`src/hw/rtl/pmc_pkg.sv`:
```
// Shared types, command codes and helpers for the point motor controller.
package pmc_pkg;

    localparam int ROUTE_SLOTS_DEF = 8;

    localparam logic [15:0] DEVICE_LOCK_ID = 16'd9999;

    localparam logic [2:0] CMD_POLL       = 3'd0;
    localparam logic [2:0] CMD_ACTIVATE   = 3'd1;
    localparam logic [2:0] CMD_ACT_ROUTE  = 3'd2;
    localparam logic [2:0] CMD_LOCK_DEV   = 3'd3;
    localparam logic [2:0] CMD_LOCK_ROUTE = 3'd4;
    localparam logic [2:0] CMD_LOAD_ENTRY = 3'd5;

    localparam logic [2:0] CFG_DEVICE_ID  = 3'd0;
    localparam logic [2:0] CFG_MOTOR_SWAP = 3'd1;
    localparam logic [2:0] CFG_INPUT_SWAP = 3'd2;
    localparam logic [2:0] CFG_PORT_HALF  = 3'd3;
    localparam logic [2:0] CFG_SETTLE_MS  = 3'd4;

    localparam logic [2:0] POS_UNKNOWN      = 3'd0;
    localparam logic [2:0] POS_NORMAL       = 3'd1;
    localparam logic [2:0] POS_DIVERGING    = 3'd2;
    localparam logic [2:0] POS_MOVING_NORM  = 3'd3;
    localparam logic [2:0] POS_MOVING_DIV   = 3'd4;

    localparam logic [2:0] LOCK_FLAG_OFF = 3'd0;
    localparam logic [2:0] LOCK_FLAG_ON  = 3'd1;

    localparam logic [15:0] SETTLE_MS_RESET = 16'd100;

    typedef struct packed {
        logic        valid;
        logic [15:0] tid;
        logic        found;
        logic [2:0]  state;
    } t_query;

    typedef struct packed {
        logic        we;
        logic [2:0]  index;
        logic [15:0] id;
        logic [2:0]  state;
    } t_route_wr;

    function automatic logic [2:0] normalize(input logic [2:0] s);
        logic [2:0] r;
        r = POS_UNKNOWN;
        if (s == POS_NORMAL || s == POS_MOVING_NORM) begin
            r = POS_NORMAL;
        end else if (s == POS_DIVERGING || s == POS_MOVING_DIV) begin
            r = POS_DIVERGING;
        end
        return r;
    endfunction

endpackage

```
`src/hw/rtl/pmc_route_cell.sv`:
```
// One route table slot: holds an entry and passes the search query to its neighbor.
module pmc_route_cell #(
    parameter int INDEX = 0
) (
    input  logic               i_clk,
    input  logic               i_rst_n,
    input  pmc_pkg::t_query    i_query,
    input  pmc_pkg::t_route_wr i_wr,
    output pmc_pkg::t_query    o_query
);
    import pmc_pkg::*;

    logic [15:0] r_id;
    logic [2:0]  r_state;
    logic        r_valid;
    logic [15:0] r_tid;
    logic        r_found;
    logic [2:0]  r_hit_state;

    logic        match;
    logic        n_found;
    logic [2:0]  n_hit_state;

    assign match       = i_query.valid && !i_query.found && (i_query.tid == r_id);
    assign n_found     = i_query.found || match;
    assign n_hit_state = match ? r_state : i_query.state;

    always_ff @(posedge i_clk) begin
        if (!i_rst_n) begin
            r_id    <= '0;
            r_state <= POS_UNKNOWN;
            r_valid <= 1'b0;
        end else begin
            r_valid <= i_query.valid;
            if (i_wr.we && (int'(i_wr.index) == INDEX)) begin
                r_id    <= i_wr.id;
                r_state <= i_wr.state;
            end
        end
    end

    always_ff @(posedge i_clk) begin
        r_tid       <= i_query.tid;
        r_found     <= n_found;
        r_hit_state <= n_hit_state;
    end

    assign o_query = '{valid: r_valid, tid: r_tid, found: r_found, state: r_hit_state};

endmodule

```
`src/hw/rtl/pmc_ctrl.sv`:
```
// Command sequencer, configuration registers and point state for the point motor controller.
module pmc_ctrl (
    input  logic               i_clk,
    input  logic               i_rst_n,
    input  logic               i_cfg_we,
    input  logic [2:0]         i_cfg_addr,
    input  logic [15:0]        i_cfg_data,
    input  logic               start,
    input  logic [2:0]         i_cmd,
    input  logic [7:0]         i_port_in,
    input  logic [31:0]        i_now_ms,
    input  logic [15:0]        i_target_id,
    input  logic [2:0]         i_req_field,
    input  logic [2:0]         i_entry_index,
    input  pmc_pkg::t_query    i_route,
    output logic               busy,
    output pmc_pkg::t_route_wr o_wr,
    output logic               o_done,
    output logic [7:0]         o_port_out,
    output logic               o_report,
    output logic [2:0]         o_reported_state,
    output logic               o_is_locked
);
    import pmc_pkg::*;

    typedef enum logic [1:0] {
        ST_IDLE   = 2'b01,
        ST_SEARCH = 2'b10
    } t_fsm;

    t_fsm        r_fsm, n_fsm;

    logic [15:0] r_device_id;
    logic        r_motor_swap;
    logic        r_input_swap;
    logic        r_port_half;
    logic [15:0] r_settle_ms;

    logic [2:0]  r_cmd;
    logic [7:0]  r_port;
    logic [31:0] r_now;
    logic [15:0] r_tid;
    logic [2:0]  r_req;
    logic [2:0]  r_idx;

    logic [7:0]  r_drive, n_drive;
    logic [2:0]  r_last, n_last;
    logic [2:0]  r_position, n_position;
    logic [31:0] r_change, n_change;
    logic [15:0] r_lock, n_lock;

    logic        r_done;
    logic [7:0]  r_port_out, n_port_out;
    logic        r_report, n_report;

    logic        accept;
    logic        finish;
    logic [3:0]  a4, b4, nib;
    logic [7:0]  m_a, m_b;
    logic        fb_n, fb_d;
    logic [2:0]  cur;
    logic [31:0] elapsed;
    logic        settled;
    logic [2:0]  route_want;
    logic [2:0]  want;
    logic [15:0] lock_mid;
    logic [15:0] new_lock;

    assign accept = start && (r_fsm == ST_IDLE);
    assign finish = (r_fsm == ST_SEARCH) && i_route.valid;
    assign busy   = (r_fsm == ST_SEARCH);

    assign a4  = r_motor_swap ? 4'b0010 : 4'b0001;
    assign b4  = r_motor_swap ? 4'b0001 : 4'b0010;
    assign m_a = r_port_half ? {a4, 4'b0000} : {4'b0000, a4};
    assign m_b = r_port_half ? {b4, 4'b0000} : {4'b0000, b4};
    assign nib = r_port_half ? r_port[7:4] : r_port[3:0];
    assign fb_n = r_input_swap ? nib[3] : nib[2];
    assign fb_d = r_input_swap ? nib[2] : nib[3];
    assign cur  = !fb_n ? POS_NORMAL : (!fb_d ? POS_DIVERGING : POS_UNKNOWN);

    assign elapsed    = r_now - r_change;
    assign settled    = elapsed > {16'b0, r_settle_ms};
    assign route_want = i_route.found ? normalize(i_route.state) : POS_UNKNOWN;

    always_comb begin
        n_fsm = r_fsm;
        case (r_fsm)
            ST_IDLE:   if (accept) n_fsm = ST_SEARCH;
            ST_SEARCH: if (i_route.valid) n_fsm = ST_IDLE;
            default:   n_fsm = ST_IDLE;
        endcase
    end

    always_comb begin
        n_position = r_position;
        n_last     = r_last;
        n_change   = r_change;
        n_drive    = r_drive;
        n_port_out = r_port;
        n_report   = 1'b0;
        want       = POS_UNKNOWN;
        lock_mid   = r_lock;
        new_lock   = '0;
        o_wr       = '{we: 1'b0, index: r_idx, id: r_tid, state: r_req};

        case (r_cmd)
            CMD_POLL: begin
                if (cur != POS_UNKNOWN && settled && cur == r_last && r_last != r_position) begin
                    n_change = r_now;
                    if (!((r_position == POS_MOVING_DIV && cur == POS_NORMAL) ||
                          (r_position == POS_MOVING_NORM && cur == POS_DIVERGING))) begin
                        n_position = cur;
                        n_report   = 1'b1;
                    end
                end
                n_port_out = (r_port & ~(m_a | m_b)) | (r_drive & (m_a | m_b));
                n_last     = cur;
            end
            CMD_ACTIVATE: begin
                if (r_tid == r_device_id) begin
                    if (r_req == POS_UNKNOWN) begin
                        want = (r_position == POS_NORMAL || r_position == POS_MOVING_NORM) ?
                               POS_DIVERGING : POS_NORMAL;
                    end else begin
                        want = normalize(r_req);
                    end
                end
            end
            CMD_ACT_ROUTE: begin
                want = route_want;
            end
            CMD_LOCK_DEV: begin
                if (r_tid == r_device_id) begin
                    lock_mid = (r_req == LOCK_FLAG_ON) ? DEVICE_LOCK_ID : '0;
                end
            end
            CMD_LOCK_ROUTE: begin
                want = route_want;
                if (want != POS_UNKNOWN) begin
                    if (r_req == LOCK_FLAG_OFF) begin
                        if (r_lock == r_tid) lock_mid = '0;
                        want = POS_UNKNOWN;
                    end else if (r_lock == '0) begin
                        new_lock = r_tid;
                    end
                end
            end
            CMD_LOAD_ENTRY: begin
                o_wr.we = finish;
            end
            default: ;
        endcase

        if (lock_mid == '0 && want != POS_UNKNOWN && want != r_position) begin
            if (want == POS_DIVERGING) begin
                n_port_out = (r_port | m_a) & ~m_b;
                n_position = POS_MOVING_DIV;
            end else begin
                n_port_out = (r_port & ~m_a) | m_b;
                n_position = POS_MOVING_NORM;
            end
            n_drive  = n_port_out;
            n_report = 1'b1;
        end

        n_lock = (lock_mid == '0) ? new_lock : lock_mid;
    end

    always_ff @(posedge i_clk) begin
        if (!i_rst_n) begin
            r_fsm        <= ST_IDLE;
            r_done       <= 1'b0;
            r_device_id  <= '0;
            r_motor_swap <= 1'b0;
            r_input_swap <= 1'b0;
            r_port_half  <= 1'b0;
            r_settle_ms  <= SETTLE_MS_RESET;
            r_drive      <= '0;
            r_last       <= POS_UNKNOWN;
            r_position   <= POS_UNKNOWN;
            r_change     <= '0;
            r_lock       <= '0;
        end else begin
            r_fsm  <= n_fsm;
            r_done <= finish;
            if (i_cfg_we) begin
                case (i_cfg_addr)
                    CFG_DEVICE_ID:  r_device_id  <= i_cfg_data;
                    CFG_MOTOR_SWAP: r_motor_swap <= i_cfg_data[0];
                    CFG_INPUT_SWAP: r_input_swap <= i_cfg_data[0];
                    CFG_PORT_HALF:  r_port_half  <= i_cfg_data[0];
                    CFG_SETTLE_MS:  r_settle_ms  <= i_cfg_data;
                    default: ;
                endcase
            end
            if (finish) begin
                r_drive    <= n_drive;
                r_last     <= n_last;
                r_position <= n_position;
                r_change   <= n_change;
                r_lock     <= n_lock;
            end
        end
    end

    always_ff @(posedge i_clk) begin
        if (accept) begin
            r_cmd  <= i_cmd;
            r_port <= i_port_in;
            r_now  <= i_now_ms;
            r_tid  <= i_target_id;
            r_req  <= i_req_field;
            r_idx  <= i_entry_index;
        end
        if (finish) begin
            r_port_out <= n_port_out;
            r_report   <= n_report;
        end
    end

    assign o_done           = r_done;
    assign o_port_out       = r_port_out;
    assign o_report         = r_report && r_done;
    assign o_reported_state = r_position;
    assign o_is_locked      = |r_lock;

endmodule

```
`src/hw/rtl/point_motor_controller_top.sv`:
```
// Top level of the point motor controller: route cell chain and command sequencer.
// The query walks one route cell per cycle; no new start is taken while a command is in progress.
// busy is high while the query runs; a new start is taken in the cycle o_done is shown.
// Results are valid for the single o_done cycle; the receiver cannot stall.
// Synchronous active-low reset clears the point state, the locks, the route table and config.
module point_motor_controller_top #(
    parameter int ROUTE_SLOTS = pmc_pkg::ROUTE_SLOTS_DEF
) (
    input  logic        i_clk,
    input  logic        i_rst_n,
    input  logic        i_cfg_we,
    input  logic [2:0]  i_cfg_addr,
    input  logic [15:0] i_cfg_data,
    input  logic        start,
    output logic        busy,
    input  logic [2:0]  i_cmd,
    input  logic [7:0]  i_port_in,
    input  logic [31:0] i_now_ms,
    input  logic [15:0] i_target_id,
    input  logic [2:0]  i_req_field,
    input  logic [2:0]  i_entry_index,
    output logic        o_done,
    output logic [7:0]  o_port_out,
    output logic        o_report,
    output logic [2:0]  o_reported_state,
    output logic        o_is_locked
);
    import pmc_pkg::*;

    t_query    w_link [ROUTE_SLOTS+1];
    t_route_wr w_wr;

    assign w_link[0] = '{valid: start && !busy, tid: i_target_id, found: 1'b0,
                         state: POS_UNKNOWN};

    for (genvar g = 0; g < ROUTE_SLOTS; g++) begin : g_cell
        pmc_route_cell #(
            .INDEX (g)
        ) u_cell (
            .i_clk   (i_clk),
            .i_rst_n (i_rst_n),
            .i_query (w_link[g]),
            .i_wr    (w_wr),
            .o_query (w_link[g+1])
        );
    end

    pmc_ctrl u_ctrl (
        .i_clk            (i_clk),
        .i_rst_n          (i_rst_n),
        .i_cfg_we         (i_cfg_we),
        .i_cfg_addr       (i_cfg_addr),
        .i_cfg_data       (i_cfg_data),
        .start            (start),
        .i_cmd            (i_cmd),
        .i_port_in        (i_port_in),
        .i_now_ms         (i_now_ms),
        .i_target_id      (i_target_id),
        .i_req_field      (i_req_field),
        .i_entry_index    (i_entry_index),
        .i_route          (w_link[ROUTE_SLOTS]),
        .busy             (busy),
        .o_wr             (w_wr),
        .o_done           (o_done),
        .o_port_out       (o_port_out),
        .o_report         (o_report),
        .o_reported_state (o_reported_state),
        .o_is_locked      (o_is_locked)
    );

endmodule

```
`config.mk`:
```
export PLATFORM = sky130hd
export DESIGN_NAME = point_motor_controller_top
export DESIGN_NICKNAME = d
export VERILOG_FILES = /design/src/hw/rtl/pmc_pkg.sv /design/src/hw/rtl/pmc_route_cell.sv /design/src/hw/rtl/pmc_ctrl.sv /design/src/hw/rtl/point_motor_controller_top.sv
export SDC_FILE = /design/constraint.sdc
export NUM_CORES = 1
export LEC_CHECK = 0
export ABC_AREA = 1
export BUFFER_PORTS_ARGS = -buffer_cell sky130_fd_sc_hd__buf_2
export CORE_UTILIZATION = 40
export CTS_CLUSTER_SIZE = 28
export DETAILED_ROUTE_END_ITERATION = 16
export SYNTH_ARGS = -nofsm -noshare
export SYNTH_HDL_FRONTEND = slang
export SYNTH_SLANG_ARGS = --single-unit
```
`constraint.sdc`:
```
create_clock -name i_clk -period 7.4 [get_ports i_clk]
set_input_delay 1.48 -clock i_clk [delete_from_list [all_inputs] [get_ports i_clk]]
set_output_delay 1.48 -clock i_clk [all_outputs]
set_load 0.05 [all_outputs]
```
==> results.md <==
- Startpoint types: flop
- # fillers: 4961
- Worst Setup SP: u_ctrl.r_fsm[1]
- Pwr/cell area: 252.5 mW/mm^2
- Post-synthesis sequential area ratio: 50.49%
- Syn_area_per_cell: between 7 and 8 um^2
- CTS Sinks: 473
- Postcts setup bufs: 0
- Count leader, synth: nand2_1
- Gr usage total: 21.74%
- Clock tree buffer depth: 3
- Yosys warning total: 0
- Hold Vio Cnt, Final: 0
- Tcrit/Tclk final: about 59%
- Setup TNS: 0 ns
- CTS Hold Bufs: 0
- Hold Worst Slack: between 0.3 and 0.4 ns
- Maxcap violations: 0
- HPWL Detailed: ~40 mm
- Vias per cell: 4.943
- Register-to-Register Setup Slack: 3.05 ns
- Count of endpoints failing setup in the final report: 0
- Mapped Area: 0.02022 mm^2
- Ports: 103
- Area growth, synth to finish: 13.86%
- Worst-skew pair later-pin latency: slightly above 0.6 ns
- Hold wc startpoint: g_cell[5].u_cell.r_tid[11]
- Worst Setup End Kind: flop
- Post-Synthesis Cells: 2541
- Vias: 16440
- Slew headroom: 21.55%
- Post-route ant nets: 0
- Worst Tran Pin Value: 1.174 ns
- Worst R2R Start: u_ctrl.r_fsm[1]
- R2R Path End: g_cell[5].u_cell.r_id[1]
- Minimum clock period: 4.350 ns
- Antenna cells: 0
- DRC: 0
- Layout cell share with drive strength beyond 1: 9.194%
- Grt total ovfl: 0
- CTS tree: built
- R2R cell count: 9
- Starting Density: 40.47%
- Hold Crit Depth: 0
- First drt pass iteration count: 5
- Worst setup endpoint: g_cell[5].u_cell.r_id[1]
- Slew Limit Fails: 0
- CP required: 7.85 ns
- RSZ-0062 raised after global routing: no
- Top-area cell type share of the netlist area: roughly two fifths
- Port bufs: 102
- Async SR Flop Fraction: 0%
- VDD IR max: 0.1950 mV
- First-pass GRT wire length: 85.95 mm
- WL per Instance: 16.76 um
- Die Height: 226.9 um
- Top cells by area, synth: dfxtp_1, edfxtp_1, nand2_1, inv_1, o21ai_0
- H-tree depth: 2
- CTS resizes: 0
- Largest net degree at the start of global routing: 95
- Cell variety after synth: 50
- Total length of routed wires: 55.75 mm
- FP Rows: 82
- Achievable Freq: 0.2299 GHz
- Antenna violations before repair: 4
- Worst-path maximum fanout: 38
- Total core area: 0.04997 mm^2
- Leakage power: 9.816 nW
- Post-synth top cells: nand2_1, inv_1, dfxtp_1
- Crit path arrival time: roughly 4.8 ns
- Top_reg_cell synth: dfxtp_1
- Syn_nets: approximately 2700
- Hold Path Class: flop to flop
- Status: completed
- Nets: 2749
- Die footprint: 0.05146 mm^2
- Yosys reg bits: 473
- Post-synth EDFFs: 74
- Die X: between 200 and 250 um
- Root Buffer: clkbuf_16
- Initial DRC Count: 1267
- Final core utilization: 46.08%
- Cell taking the most area after synthesis: dfxtp_1
- Max Clock Skew: roughly 0.025 ns
- Setup CP Type: flop to flop
- Routability congestion estimate: between 0.8 and 0.9
- Num CTS Buffers: 49
- Vias in the first global route: roughly 16000
- Clock transition at path regs: around 0.060 ns
cells in the final DEF, fill, tap and decap left out, drive strengths merged, types with 62 or more instances in the layout:
cell / synthesis / layout
a21oi: 263 / 263
buf: 26 / 116
clkbuf: 69 / 62
dfxtp: 399 / 399
edfxtp: 74 / 74
inv: 424 / 428
nand2: 519 / 519
nand3: 77 / 77
nor2: 139 / 139
o21ai: 266 / 266
worst min path at each step:
stage                                       endpoint  slack (ns)
after floorplan           g_cell[1].u_cell.r_tid[12]        0.33
after global placement     g_cell[6].u_cell.r_tid[6]        0.34
after detailed placement  g_cell[6].u_cell.r_tid[11]        0.34
after CTS                 g_cell[6].u_cell.r_tid[11]        0.35
after global routing       g_cell[6].u_cell.r_tid[1]        0.36
final                     g_cell[6].u_cell.r_tid[11]        0.35
registers in the layout, summed over array words and instances, names as in the netlist, 2 cells and up:
register                   flops
u_ctrl.r_fsm                   2
g_cell.u_cell.r_tid          112
g_cell.u_cell.r_found          8
g_cell.u_cell.r_hit_state     24
g_cell.u_cell.r_id           128
u_ctrl.r_lock                 16
u_ctrl.r_settle_ms            16
u_ctrl.r_tid                  16
u_ctrl.r_cmd                   3
u_ctrl.r_device_id            16
u_ctrl.r_now                  32
g_cell.u_cell.r_state         24
u_ctrl.o_port_out              8
u_ctrl.o_reported_state        3
u_ctrl.r_change               32
u_ctrl.r_idx                   3
u_ctrl.r_port                  8
g_cell.u_cell.r_valid          8
u_ctrl.r_req                   3
u_ctrl.r_last                  2
u_ctrl.r_drive                 4
through the flow:
step,std cells,power (W),instance area (um^2),setup slack (ns)
5_1_grt,3326,0.006022,23030,2.572
4_1_cts,3326,0.005870,23030,3.146
6_report,3326,0.005814,23030,3.050
3_5_place_dp,3234,0.003203,21240,3.154
2_1_floorplan,2541,0.003040,20220,2.681
3_3_place_gp,3234,0.003196,21240,3.300
area by class of cell:
class / instances / area [um^2] / share of cell area, %
multi-input combinational: 1547 / 7970 / 34.61
clock buffer: 62 / 1399 / 6.075
sequential: 473 / 10210 / 44.34
clock inverter: 30 / 385.4 / 1.674
timing repair buffer: 116 / 621.8 / 2.701
inverter: 426 / 1599 / 6.945
tap: 672 / 840.8 / 3.652
layer usage:
layer / global-route usage [%] / up-vias / share of wire (%)
met5: 0 / - / 0.023
met4: 7.759 / 2 / 3.2
met3: 3.408 / 116 / 5.3
met2: 34.81 / 407 / 45
met1: 29.53 / 7506 / 47
li1: - / 8410 / -
cells by family (layout without fill, tap and decap cells):
logic type	after synthesis	after routing	synth area share, %
muxes	7	7	0.3836
DFF	473	473	50.49
and+or+nand+nor	811	811	16.88
adders and majority gates	48	48	3.007
AOI/OAI and AO/OA	622	622	16.55
xor gates and xnor gates	59	59	2.555
buffers and inverters	521	634	10.14
report_power, final:
part           leakage [nW]  switching, W  internal, W
Sequential             3.96     0.0000805      0.00268
Combinational          4.98      0.000254     0.000131
Clock                 0.873       0.00107      0.00160
Total                  9.82       0.00140      0.00441
worst max-delay path, cell delays in order, from the launching register on:
cell and delay [ns]:
dfxtp_1 0.31, inv_1 0.05, nor2_1 0.13, inv_1 0.11
nor2_4 0.64, clkinv_1 0.76, nor4_4 0.65, nand3_1 0.95
o21ai_0 0.50, a21oi_1 0.07
Power figures use the tool's default switching activity.
